**src/rtl/spu_pkg.sv**
```systemverilog
// Package with the shared types and constants of the shower purge sequencer.
package spu_pkg;

  localparam int unsigned TempW = 7;

  localparam logic [TempW-1:0] PurgeTemp      = 7'd45;
  localparam logic [TempW-1:0] SetpointMax    = 7'd100;
  localparam logic [TempW-1:0] SetpointReset  = 7'd40;

  typedef enum logic [1:0] {
    CMD_NONE     = 2'd0,
    CMD_HANDHELD = 2'd1,
    CMD_RAIN     = 2'd2,
    CMD_STOP     = 2'd3
  } cmd_e;

  typedef enum logic [1:0] {
    MODE_RAIN     = 2'd0,
    MODE_HANDHELD = 2'd1,
    MODE_OFF      = 2'd2
  } mode_e;

  typedef enum logic [2:0] {
    PH_WAIT_START = 3'd0,
    PH_SET_OUTLET = 3'd1,
    PH_PURGE      = 3'd2,
    PH_WAIT_PURGE = 3'd3,
    PH_PREP_TEMP  = 3'd4,
    PH_WAIT_TEMP  = 3'd5,
    PH_LOOP       = 3'd6,
    PH_RESET      = 3'd7
  } phase_e;

  typedef struct packed {
    phase_e           phase;
    mode_e            req_mode;
    mode_e            app_mode;
    logic             gate;
    logic             outlet;
    logic             purge;
    logic [TempW-1:0] target;
  } seq_state_t;

  localparam seq_state_t StateReset = '{
    phase:    PH_WAIT_START,
    req_mode: MODE_OFF,
    app_mode: MODE_OFF,
    gate:     1'b0,
    outlet:   1'b0,
    purge:    1'b0,
    target:   '0
  };

endpackage

```
**src/rtl/shower_purge_sequencer_unit.sv**
```systemverilog
// Top level of the shower purge sequencer with state and result registers.
// The unit takes one request per cycle while the result register is free and
// returns one result per request in the cycle after acceptance, holding the
// gate, outlet, purge valve, temperature target and phase after that request's
// step. The step is a single pass of next-state logic into the state
// registers, so a new request is accepted every cycle while the result register
// is empty or being taken in the same cycle. The user setpoint resets to 40
// degrees and is saturated to 100 when applied.
module shower_purge_sequencer_unit (
  input  logic                      clk_i,
  input  logic                      rst_ni,
  input  logic                      cfg_we_i,
  input  logic [spu_pkg::TempW-1:0] cfg_wdata_i,
  input  logic                      in_valid_i,
  output logic                      in_ready_o,
  input  logic [1:0]                cmd_i,
  input  logic                      return_near_temp_i,
  input  logic                      source_at_temp_i,
  output logic                      out_valid_o,
  input  logic                      out_ready_i,
  output logic                      gate_open_o,
  output logic                      outlet_select_o,
  output logic                      purge_on_o,
  output logic [spu_pkg::TempW-1:0] temp_target_o,
  output logic [2:0]                phase_o
);
  import spu_pkg::*;

  seq_state_t       state_q, state_d;
  logic [TempW-1:0] setpoint_q;
  logic             out_valid_q;
  logic             gate_q, outlet_q, purge_q;
  logic [TempW-1:0] target_q;
  logic [2:0]       phase_q;
  logic             in_fire;

  assign in_ready_o = !out_valid_q || out_ready_i;
  assign in_fire    = in_valid_i && in_ready_o;

  spu_step u_step (
    .state_i            (state_q),
    .cmd_i              (cmd_i),
    .return_near_temp_i (return_near_temp_i),
    .source_at_temp_i   (source_at_temp_i),
    .setpoint_i         (setpoint_q),
    .state_o            (state_d)
  );

  always_ff @(posedge clk_i or negedge rst_ni) begin
    if (!rst_ni) begin
      state_q     <= StateReset;
      setpoint_q  <= SetpointReset;
      out_valid_q <= 1'b0;
    end else begin
      if (cfg_we_i) begin
        setpoint_q <= cfg_wdata_i;
      end
      if (in_fire) begin
        state_q <= state_d;
      end
      if (in_fire) begin
        out_valid_q <= 1'b1;
      end else if (out_ready_i) begin
        out_valid_q <= 1'b0;
      end
    end
  end

  always_ff @(posedge clk_i) begin
    if (in_fire) begin
      gate_q   <= state_d.gate;
      outlet_q <= state_d.outlet;
      purge_q  <= state_d.purge;
      target_q <= state_d.target;
      phase_q  <= state_d.phase;
    end
  end

  assign out_valid_o     = out_valid_q;
  assign gate_open_o     = gate_q;
  assign outlet_select_o = outlet_q;
  assign purge_on_o      = purge_q;
  assign temp_target_o   = target_q;
  assign phase_o         = phase_q;

endmodule

```
**src/rtl/spu_step.sv**
```systemverilog
// Next-state logic of the sequencer for one request.
module spu_step (
  input  spu_pkg::seq_state_t          state_i,
  input  logic [1:0]                   cmd_i,
  input  logic                         return_near_temp_i,
  input  logic                         source_at_temp_i,
  input  logic [spu_pkg::TempW-1:0]    setpoint_i,
  output spu_pkg::seq_state_t          state_o
);
  import spu_pkg::*;

  mode_e req_mode;

  always_comb begin
    case (cmd_e'(cmd_i))
      CMD_HANDHELD: req_mode = MODE_HANDHELD;
      CMD_RAIN:     req_mode = MODE_RAIN;
      CMD_STOP:     req_mode = MODE_OFF;
      default:      req_mode = state_i.req_mode;
    endcase
  end

  always_comb begin
    state_o          = state_i;
    state_o.req_mode = req_mode;
    case (state_i.phase)
      PH_WAIT_START: begin
        if (req_mode != MODE_OFF) begin
          state_o.phase    = PH_SET_OUTLET;
          state_o.app_mode = MODE_OFF;
        end
      end
      PH_SET_OUTLET: begin
        state_o.gate   = 1'b0;
        state_o.outlet = 1'b0;
        state_o.phase  = PH_PURGE;
      end
      PH_PURGE: begin
        state_o.purge  = 1'b1;
        state_o.target = PurgeTemp;
        state_o.gate   = 1'b1;
        state_o.phase  = PH_WAIT_PURGE;
      end
      PH_WAIT_PURGE: begin
        if (return_near_temp_i) begin
          state_o.phase = PH_PREP_TEMP;
        end
      end
      PH_PREP_TEMP: begin
        state_o.target = (setpoint_i > SetpointMax) ? SetpointMax : setpoint_i;
        state_o.phase  = PH_WAIT_TEMP;
      end
      PH_WAIT_TEMP: begin
        if (source_at_temp_i) begin
          state_o.purge = 1'b0;
          state_o.phase = PH_LOOP;
        end
      end
      PH_LOOP: begin
        if (state_i.app_mode != req_mode) begin
          if (req_mode == MODE_RAIN) begin
            state_o.outlet   = 1'b0;
            state_o.gate     = 1'b1;
            state_o.app_mode = MODE_RAIN;
          end else if (req_mode == MODE_HANDHELD) begin
            state_o.outlet   = 1'b1;
            state_o.gate     = 1'b1;
            state_o.app_mode = MODE_HANDHELD;
          end
        end
        if (req_mode == MODE_OFF) begin
          state_o.gate     = 1'b0;
          state_o.app_mode = MODE_OFF;
          state_o.phase    = PH_RESET;
        end
      end
      default: begin
        state_o.gate  = 1'b0;
        state_o.purge = 1'b0;
        state_o.phase = PH_WAIT_START;
      end
    endcase
  end

endmodule

```
**config.mk**
```make
export PLATFORM = sky130hd
export DESIGN_NAME = shower_purge_sequencer_unit
export DESIGN_NICKNAME = d
export VERILOG_FILES = /design/src/rtl/spu_pkg.sv /design/src/rtl/shower_purge_sequencer_unit.sv /design/src/rtl/spu_step.sv
export SDC_FILE = /design/constraint.sdc
export NUM_CORES = 1
export LEC_CHECK = 0
export ABC_AREA = 1
export BUFFER_PORTS_ARGS = -buffer_cell sky130_fd_sc_hd__buf_2
export CORE_ASPECT_RATIO = 0.7
export CORE_MARGIN = 5
export CORE_UTILIZATION = 50
export DETAILED_ROUTE_END_ITERATION = 6
export GPL_TIMING_DRIVEN = 0
export PLACE_DENSITY = 0.82
export SLEW_MARGIN = 15
export SYNTH_ARGS = -nofsm -noshare
export SYNTH_HDL_FRONTEND = slang
export SYNTH_HIERARCHICAL = 1
export SYNTH_SLANG_ARGS = --single-unit
export TNS_END_PERCENT = 50
```
**constraint.sdc**
```tcl
create_clock -name clk_i -period 2.8 [get_ports clk_i]
set_clock_uncertainty 0.15 [all_clocks]
set_input_delay 0.14 -clock clk_i [delete_from_list [all_inputs] [get_ports clk_i]]
set_output_delay 0.14 -clock clk_i [all_outputs]
set_load 0.05 [all_outputs]
```
==> results of run 1 <==
registers in the layout, summed over array words and instances (netlist names):
name and flops:
purge_on_o 1, temp_target_o 7, setpoint_q 7, out_valid_o 1, state_q 17, phase_o 3, outlet_select_o 1, gate_open_o 1
power by group through the flow:
stage	Combinational (W)	Sequential (W)	Clock, W
CTS	0.000958	0.000915	0.000371
global placement	0.000912	0.000918	0
finish	0.000973	0.000918	0.000362
global route	0.00107	0.000940	0.000392
detailed placement	0.000937	0.000923	0
floorplan	0.000523	0.00112	0
cells in the final DEF, fill, tap and decap left out, types with 4 or more instances in the layout:
cell / count
sky130_fd_sc_hd__buf_2: 30
sky130_fd_sc_hd__clkbuf_8: 6
sky130_fd_sc_hd__dfrtp_1: 21
sky130_fd_sc_hd__dfstp_2: 4
sky130_fd_sc_hd__dlygate4sd3_1: 13
sky130_fd_sc_hd__edfxtp_1: 13
sky130_fd_sc_hd__inv_1: 21
sky130_fd_sc_hd__inv_2: 4
sky130_fd_sc_hd__nand2_1: 78
sky130_fd_sc_hd__nand2_2: 5
sky130_fd_sc_hd__nand2_4: 4
sky130_fd_sc_hd__nand3_1: 35
sky130_fd_sc_hd__nor2_1: 10
sky130_fd_sc_hd__nor2_2: 4
sky130_fd_sc_hd__o21ai_0: 9
synthesized netlist by cell type (all sizes together):
library cell	n	share of area, %
dfrtp	21	27
nand3	37	10
nand2	87	19
nand4	1	0.32
o22a	1	0.45
o21ai	12	3.1
nor2	16	4.4
buf	5	3.0
inv	25	4.8
a21oi	4	1.2
clkbuf	1	0.71
dfstp	4	5.4
ha	1	0.64
edfxtp	13	20
critical path, cell delays in order (launching register included):
cell                      delay (ns)
sky130_fd_sc_hd__dfstp_2        0.54
sky130_fd_sc_hd__nand2_1        0.10
sky130_fd_sc_hd__nand2_1        0.09
sky130_fd_sc_hd__ha_1           0.22
sky130_fd_sc_hd__inv_1          0.07
sky130_fd_sc_hd__nand3_1        0.10
sky130_fd_sc_hd__nand2_1        0.08
sky130_fd_sc_hd__nand2_1        0.06
sky130_fd_sc_hd__nand2_1        0.05
sky130_fd_sc_hd__nand2_1        0.06
timing repair:
action | CTS | global route
setup buffers | 0 | 0
hold endpoints to repair | 35 | 0
hold buffers | 13 | 0
setup endpoints to repair | 0 | 0
layout make-up:
class,count,area [um^2]
clock inverters,2,10.01
well taps,52,65.06
fillers,328,1480
clock buffers,6,72.57
flip-flops and latches,38,1021
repair buffers,42,275.3
multi-input cells,159,760.7
plain buffers,6,72.57
inverters,25,93.84
worst paths after layout:
path,depth (start not counted),endpoint,start
max,9,outlet_select_o,state_q[13]
min,5,state_q[16],return_near_temp_i
max reg2reg,9,outlet_select_o,state_q[13]
min reg2reg,2,state_q[13],state_q[13]
max in group asynchronous,2,state_q[11],rst_ni
min in group asynchronous,2,state_q[16],rst_ni
per-stage QoR:
stage               util (%)  std cells  worst slack, ns  area, um^2  power [W]
CTS                    61.57        330            1.047        2371   0.002245
finish                 61.57        330            1.021        2371   0.002253
detailed placement     56.04        309            1.062        2158   0.001859
global route           61.57        330           0.9256        2371   0.002401
floorplan                  -        228            1.060        1948   0.001639
global placement       56.04        309            1.073        2158   0.001830
kinds of logic (layout without fill, tap and decap cells):
kind of cell	after synthesis	in the layout
fa+ha+maj	1	1
buf+inv	31	81
compound gates	17	17
flops	38	38
simple gates	141	141
routing by layer:
layer  vias to the layer above  track usage, %  part of all wire [%]
met4                         0           7.312                   1.2
met2                        74           28.22                    47
met5                         -               0                     0
met1                       807           26.20                    43
li1                        833               -                     -
met3                         5           3.435                   8.5
==> results by stage, run 1 <==
Status:
- The flow ran to the end, and the final reports show no timing, DRC or antenna violations.

Logic synthesis:
- The share of synthesized cell area in full adder, half adder and majority cells is 0.6423%.
- The synthesized-area fraction occupied by and/or/nand/nor cells is roughly 34%.
- The synthesized netlist devotes 0% of its cell area to XOR and XNOR gates.
- After technology mapping, the gate count stands at approximately 230.
- The synthesized netlist occupies a cell area of a little under 0.002 mm^2.
- Measured against the total synthesized area, the mux share comes to 0%.
- A synthesized cell averages 8.544 um^2.
- The share of the Yosys chip area taken by registers is between 50% and 60%.
- The synthesized net count is around 250.
- The main combinational cell family by area after synthesis is simple AND/OR/NAND/NOR gates.
- Summing the areas of all compound-gate instances in the mapped netlist gives under 10% of the synthesized area.
- For this run, the number of Yosys warnings is 6.
- The total of flip-flops plus latches after synthesis is 38.
- Counting distinct cell types in the post-synthesis netlist gives 24.

Pwr:
- The areal power density over the cells is between 900 and 1000 mW/mm^2.
- Net switching is a little over two fifths of the power.
- The analysis attributes to net switching a power of slightly below 0.001 W.
- The static power due to leakage is 1.224 nW.
- The sequential cell fraction of total power is about two fifths.
- IR analysis of the VDD net gives a maximum drop of between 500 and 600 uV.
- The internal power of the cells is 0.001263 W.
- The logic gate share of total power is 43.2%.
- The clock network burns between 15 and 20% of the power.

Die:
- The die covers around 0.0053 mm^2.
- The die is around 62 um tall.
- Row generation in the floorplan step produced 19 rows.
- Once the floorplan was initialized, standard cells occupied 50.58% of the core.
- The die span in x is 84.61 um.
- The area of the core is 0.003851 mm^2.
- The number of ports placed on the die boundary is 31.

STA:
- Measured against its own limit, the worst slew margin works out to between 60% and 70%.
- The number of failing hold endpoints at the final stage came to 0.
- Based on the critical path, the design can be clocked at up to roughly 560 MHz.
- The post-route fraction of the period consumed by the critical path is around 64%.
- The number of pins with negative max-slew slack in the final report is 0.
- Setup repair after global routing left no endpoint under its margin.
- The smallest clock period supported by the final layout is computed as approximately 1.8 ns.
- The setup TNS is 0 ns.
- The final hold slack is 0.09019 ns.
- Setup violations remaining at the end of the flow were counted as 0.
- The pin slew with the least headroom to its limit is 0.5667 ns.

Route:
- After detailed routing, the average wire length per cell comes to 14.07 um.
- After detailed routing, the number of remaining DRC violations is 0.
- Dividing the detail-routed via count by the number of cells gives 5.209.
- Before antenna repair, the detailed router went through 4 iterations.
- In this run, the number of DRC markers left after iteration 0 of detailed routing was around 180.
- The total number of vias is roughly 1,700.
- The detail route stage leaves a number of antenna-violating nets equal to 0.
- After detailed routing, the total wire length is between 4000 and 5000 um.

Setup path:
- STA classifies the critical path startpoint as a flip-flop.
- The maximum fanout count along the critical path is 3.
- The critical path in this run is classified as reg -> reg.
- The required time at the endpoint of the critical path is 2.68 ns.
- The flop-to-flop setup slack is slightly above 1 ns.
- The arrival time of the worst setup path is approximately 1.7 ns.
- The worst setup path is captured at a flip-flop.

Clocking:
- The number of CTS-inserted buffers is 5.
- The deepest clock path buffer count is 2.
- The H-tree was split into 2 levels.
- The clock reaches the later pin of the worst-skew pair after approximately 0.29 ns.
- The clock drives 38 sinks.
- The register clock-pin slew on the reported worst setup and hold paths is approximately 0.08 ns.
- The cell at the root of the clock tree is sky130_fd_sc_hd__clkbuf_8.
- The CTS tree is built.
- The number of gates resized after CTS was 0.

Cells and area:
- The number of antenna diodes is 0.
- From synthesis to final layout, the design area changed by 21.71%.
- The ratio of cells with drive above 1 in the final layout is around a quarter.
- At the end of the flow, the number of nets in the layout was a little under 300.

Run:
- The number of violations of the max-capacitance limit is 0.

Global route:
- The initial antenna violation count came to 0.
- Entering global routing, the biggest net connects 26 pins.
- The via count of the first global-routing pass is around 1,600.
- The first-pass GRT wire length is between 7000 and 8000 um.
- The all-layer global routing usage is between 10% and 20%.
- The total overflow left after global routing is 0.

Placed design:
- The number of input and output port buffers inserted is 29.
- The placed wire-length estimate after detailed placement is between 3000 and 4000 um.
- The congestion estimate from routability-driven global placement came to approximately 0.86.

Worst hold path:
- The class of the most critical hold timing path is in -> reg.
Note: power is estimated with default switching activity, not from simulation.
==> run 2: changes to the inputs <==
--- a/config.mk
+++ b/config.mk
@@ -5,7 +5,7 @@
 export SDC_FILE = /design/constraint.sdc
 export NUM_CORES = 1
 export LEC_CHECK = 0
-export ABC_AREA = 1
+export ABC_AREA = 0
 export BUFFER_PORTS_ARGS = -buffer_cell sky130_fd_sc_hd__buf_2
 export CORE_ASPECT_RATIO = 0.7
 export CORE_MARGIN = 5
==> constraint.sdc (replaced) <==
create_clock -name clk_i -period 1.84 [get_ports clk_i]
set_clock_uncertainty 0.15 [all_clocks]
set_input_delay 0.092 -clock clk_i [delete_from_list [all_inputs] [get_ports clk_i]]
set_output_delay 0.092 -clock clk_i [all_outputs]
set_load 0.05 [all_outputs]
==> run 2 against run 1 <==
Against the previous run:
- the run now ends with setup timing left
- combinational power is 61% higher
- largest cell class unchanged
- sequential share of layout area shrank 0.33 points
- via count shrank 20%
- die area is 2.7% lower
- cell area up 0.90%
==> results by stage, run 2 <==
Setup path:
- The number of logic stages on the critical path including buffering is 8 (-1).
- The startpoint of the lowest-slack register-to-register path is state_q[13].
- STA classifies the critical path startpoint as a flip-flop.
- The origin of the worst setup path is state_q[13].
- The length in cells of the worst reg-to-reg path is 8 (-1).
- The dominant delay contributor by cell family on the critical path is flip-flops.
- The worst setup path category is reg -> reg.
- The buffering stage count on the worst path with inverters included is 0 (-1).
- The arrival time of the worst setup path is 2.23 ns (+0.57 ns).
- The required time at the endpoint of the critical path is 1.87 ns (-0.81 ns).
- The critical path goes through nand2b_4, o21ai_4, ha_4, nor2b_4, o21ai_4, a311oi_2, nor3_2, mux2_2.
- The largest individual stage delay along the critical path comes from the cell sky130_fd_sc_hd__dfstp_2.
- The largest stage delay on the critical path is 0.56 ns (+0.02 ns).
- The endpoint type of the worst setup path is a flip-flop.
- The maximum fanout count along the critical path came to 3 (unchanged).
- Among the stages of the critical path, the cell type that occurs most often is sky130_fd_sc_hd__o21ai_4.

Clocking:
- TritonCTS built the clock tree.
- The cell at the root of the clock tree is sky130_fd_sc_hd__clkbuf_8.
- The total clock sinks is 38 (unchanged).
- The register clock-pin slew on the reported worst setup and hold paths is 0.07 ns (about the same).
- The clock latency at the later pin of the worst-skew pair is 0.29 ns (about the same).
- The number of CTS-inserted buffers is 5 (unchanged).
- The deepest clock path buffer count is 2 (unchanged).
- The H-tree depth reported by CTS is 2 (unchanged).

Cells and area:
- The number of filler cells placed in the layout came to 264 (-20%).
- Leaving out fill and tap cells, the most frequent cell in the layout is sky130_fd_sc_hd__buf_2.
- More flip-flops sit in one register than any other, and that register is state_q.
- Compared with the post-synthesis result, the final layout area differs by 26.71%.
- The final layout net count was 211 (-28%).
- The number of antenna diodes was 0 (unchanged).
- The ratio of cells with drive above 1 in the final layout is 47.69% (+23 points).
- In the layout the commonest cells are sky130_fd_sc_hd__buf_2 (33), sky130_fd_sc_hd__dfrtp_1 (20), sky130_fd_sc_hd__mux2_2 (14).
- The number of standard cells in the layout, taps in and fillers out is 245 (-26%).
- The flip-flop count of the largest register, all copies and words added is 17 (unchanged).
- The final design utilization is 66.81% (+5.2 points).

STA:
- The number of pins with negative max-slew slack in the final report is 0 (unchanged).
- Setup repair after global routing could not meet its margin everywhere.
- The minimum clock period after layout is 2.197 ns (+0.4187 ns).
- The worst path setup slack after routing is -0.3575 ns (-1.379 ns).
- The number of failing hold endpoints at the final stage is 0 (unchanged).
- The relative slew slack is 61.23% (-0.99 points).
- The setup TNS was -1.227 ns (-1.227 ns).
- The post-route fraction of the period consumed by the critical path is 119.4% (+56 points).
- The pin slew with the least headroom to its limit was 0.5815 ns (+0.01484 ns).
- The final count of negative-setup-slack endpoints is 6 (+6).
- The maximum clock frequency is 455.1 MHz (-19%).

Global route:
- The first-pass GRT wire length is 6955 um (-10%).
- The via count of the first global-routing pass is 1,420 (-13%).
- The all-layer global routing usage is 17.46% (-1.1 points).
- The maximum number of pins on one net before global-route repair is 26 (unchanged).
- The residual overflow from global routing is 0 (unchanged).
- The initial antenna violation count was 0 (unchanged).

Route:
- The routed wire length per instance is 16.68 um (+19%).
- The violation count after the first detailed-route iteration is 104 (-43%).
- The count of antenna-violating nets left after detailed routing is 0 (unchanged).
- The total wirelength of the detailed-routed design was 4086 um (-12%).
- The residual DRC count is 0 (unchanged).
- The number of optimization iterations in the first detailed-route pass came to 4 (unchanged).
- The vias per cell is 5.645 (+8.4%).
- The total number of vias was 1,383 (-20%).

Logic synthesis:
- The most used flip-flop cell after synthesis is sky130_fd_sc_hd__dfrtp_1.
- The mean cell area of the mapped netlist is 12.93 um^2 (+51%).
- The synthesized net count is 163 (-33%).
- The portion of synthesized cell area occupied by the leading cell type was 27.83% (+0.86 points).
- The most used standard cell by instance count after synthesis is sky130_fd_sc_hd__dfrtp_1.
- The number of warning messages in the yosys log came to 6 (unchanged).
- The synthesized cell area is 0.001888 mm^2 (-3.1%).
- The number of enable flip-flop cells after synthesis is 13 (unchanged).
- The commonest cells after synthesis are sky130_fd_sc_hd__dfrtp_1 (21), sky130_fd_sc_hd__mux2_2 (15), sky130_fd_sc_hd__edfxtp_1 (13).
- The cell type with the highest aggregate area in the netlist is sky130_fd_sc_hd__dfrtp_1.
- The cell count after synthesis is 146 (-36%).
- The proportion of synthesized flip-flops having asynchronous set or reset is 65.79% (unchanged).
- By area the synthesized netlist is led by sky130_fd_sc_hd__dfrtp_1 (28%), sky130_fd_sc_hd__edfxtp_1 (21%), sky130_fd_sc_hd__mux2_2 (8.9%).
- The sequential-to-total area share from yosys stat is 54.08% (+1.7 points).
- The total of flip-flops plus latches after synthesis is 38 (unchanged).
- The unique cell type count in the Yosys netlist was 45 (+88%).

Pwr:
- The clock share of power is 16.8% (+0.7 points).
- The static power due to leakage was 1.007 nW (-18%).
- The switching power of the nets is 0.001359 W (+37%).
- The peak ir drop on the vdd network is 629.2 uV (+20%).
- The sequential cell fraction of total power is 38.0% (-2.7 points).
- The internal power of the cells is 0.002119 W (+68%).
- The overall power consumption is 0.003478 W (+54%).
- The logic gate share of total power was 45.2% (+2.0 points).
- The areal power density over the cells is 1454 mW/mm^2 (+53%).
- The switching portion of total power is 39.08% (-4.8 points).

Die:
- The area of the core is 0.003581 mm^2 (-7.0%).
- The total die area is 0.005124 mm^2 (-2.7%).
- The starting density of the core is 52.73% (+2.1 points).
- The height of the die is 61.41 um (-1.3%).
- The site row count is 18 (-1).
- The die span in x came to 83.45 um (-1.4%).
- The number of ports placed on the die boundary is 31 (unchanged).

Status:
- The final reports fail on setup timing.
- The run finished, with violations left.

Placed design:
- The placed wire-length estimate after detailed placement is 2837 um (-7.5%).
- The number of input and output port buffers inserted is 29 (unchanged).
- The total placed cells including tap cells came to 225 (-27%).
- The final estimated routing congestion in global placement is 0.7750 (-9.5%).

Run:
- The number of violations of the max-capacitance limit is 0 (unchanged).

Worst hold path:
- The hold path startpoint is cfg_we_i.
- The worst hold path stage count is 2 (-3).
- In this run the worst hold path is classified as in -> reg.
run 2: changes by cell type after synthesis, sizes merged, moves of 6 or more:
cell and change:
inv -22, mux2 +24, nand2 -74, nand2b +7
nand3 -36, nor2 -6
run 2: what timing repair did:
action | 4_1_cts | 5_1_grt
setup buffers | 2 | 0
hold buffers | 10 | 0
endpoints found under the hold margin | 29 | 0
setup endpoints to repair | 4 | 8
pin swaps | 7 | 5
resized for setup | 10 | 3
run 2: cells by family (layout without fill, tap and decap cells):
| kind of cell | count (synthesis) | in the layout | share of synthesized area, % |
|---|---|---|---|
| flip-flops | 38 | 38 | 54.08 |
| XOR/XNOR | 1 | 1 | 0.4640 |
| AND/OR/NAND/NOR | 38 | 38 | 11.07 |
| AO/OA/AOI/OAI | 34 | 34 | 14.45 |
| multiplexers | 25 | 25 | 16.63 |
| buffers and inverters | 9 | 58 | 2.651 |
| adder cells (fa/ha/maj) | 1 | 1 | 0.6626 |
run 2: through the flow:
stage                     hold WS, ns  setup WS, ns  cell area (um^2)
after detailed placement     -0.02472       -0.5302              2107
after global placement       -0.03962       -0.3534              2107
after global routing          0.03284       -0.4097              2392
after floorplan               -0.3536       -0.2545              1899
final                         0.02018       -0.3575              2392
after CTS                     0.01593       -0.3663              2374
run 2: power groups by stage:
stage | sequential, W | clock (W) | combinational [W]
after floorplan | 0.00154 | 0 | 0.000890
after global placement | 0.00130 | 0 | 0.00136
after detailed placement | 0.00132 | 0 | 0.00142
after CTS | 0.00132 | 0.000590 | 0.00153
after global routing | 0.00135 | 0.000636 | 0.00169
final | 0.00132 | 0.000584 | 0.00157
run 2: worst paths after layout:
| check | end | slack [ns] |
|---|---|---|
| min in group asynchronous | state_q[8] | 0.17 |
| max in group asynchronous | out_valid_o | 0.94 |
| worst min register to register | state_q[1] | 0.37 |
| worst min-delay path | setpoint_q[6] | 0.02 |
| worst max-delay path | state_q[9] | -0.36 |
| worst max register to register | state_q[9] | -0.36 |
run 2: layout make-up:
cell class | instances | area (um^2) | area share (%)
clock buffer | 7 | 86.33 | 3.609
buffer | 6 | 38.79 | 1.621
timing repair buffer | 41 | 260.3 | 10.88
tap | 50 | 62.56 | 2.615
clock inverter | 1 | 5.005 | 0.2092
sequential | 38 | 1022 | 42.73
multi-input combinational | 99 | 902.1 | 37.71
inverter | 3 | 15.01 | 0.6276
run 2: per-layer routing:
layer	wire length [um]	part of all wire, %	track usage, %
met1	1805	44	21.55
met2	1922	47	29.79
met3	236	5.8	4.545
met4	121	3.0	8.257
met5	0	0	0
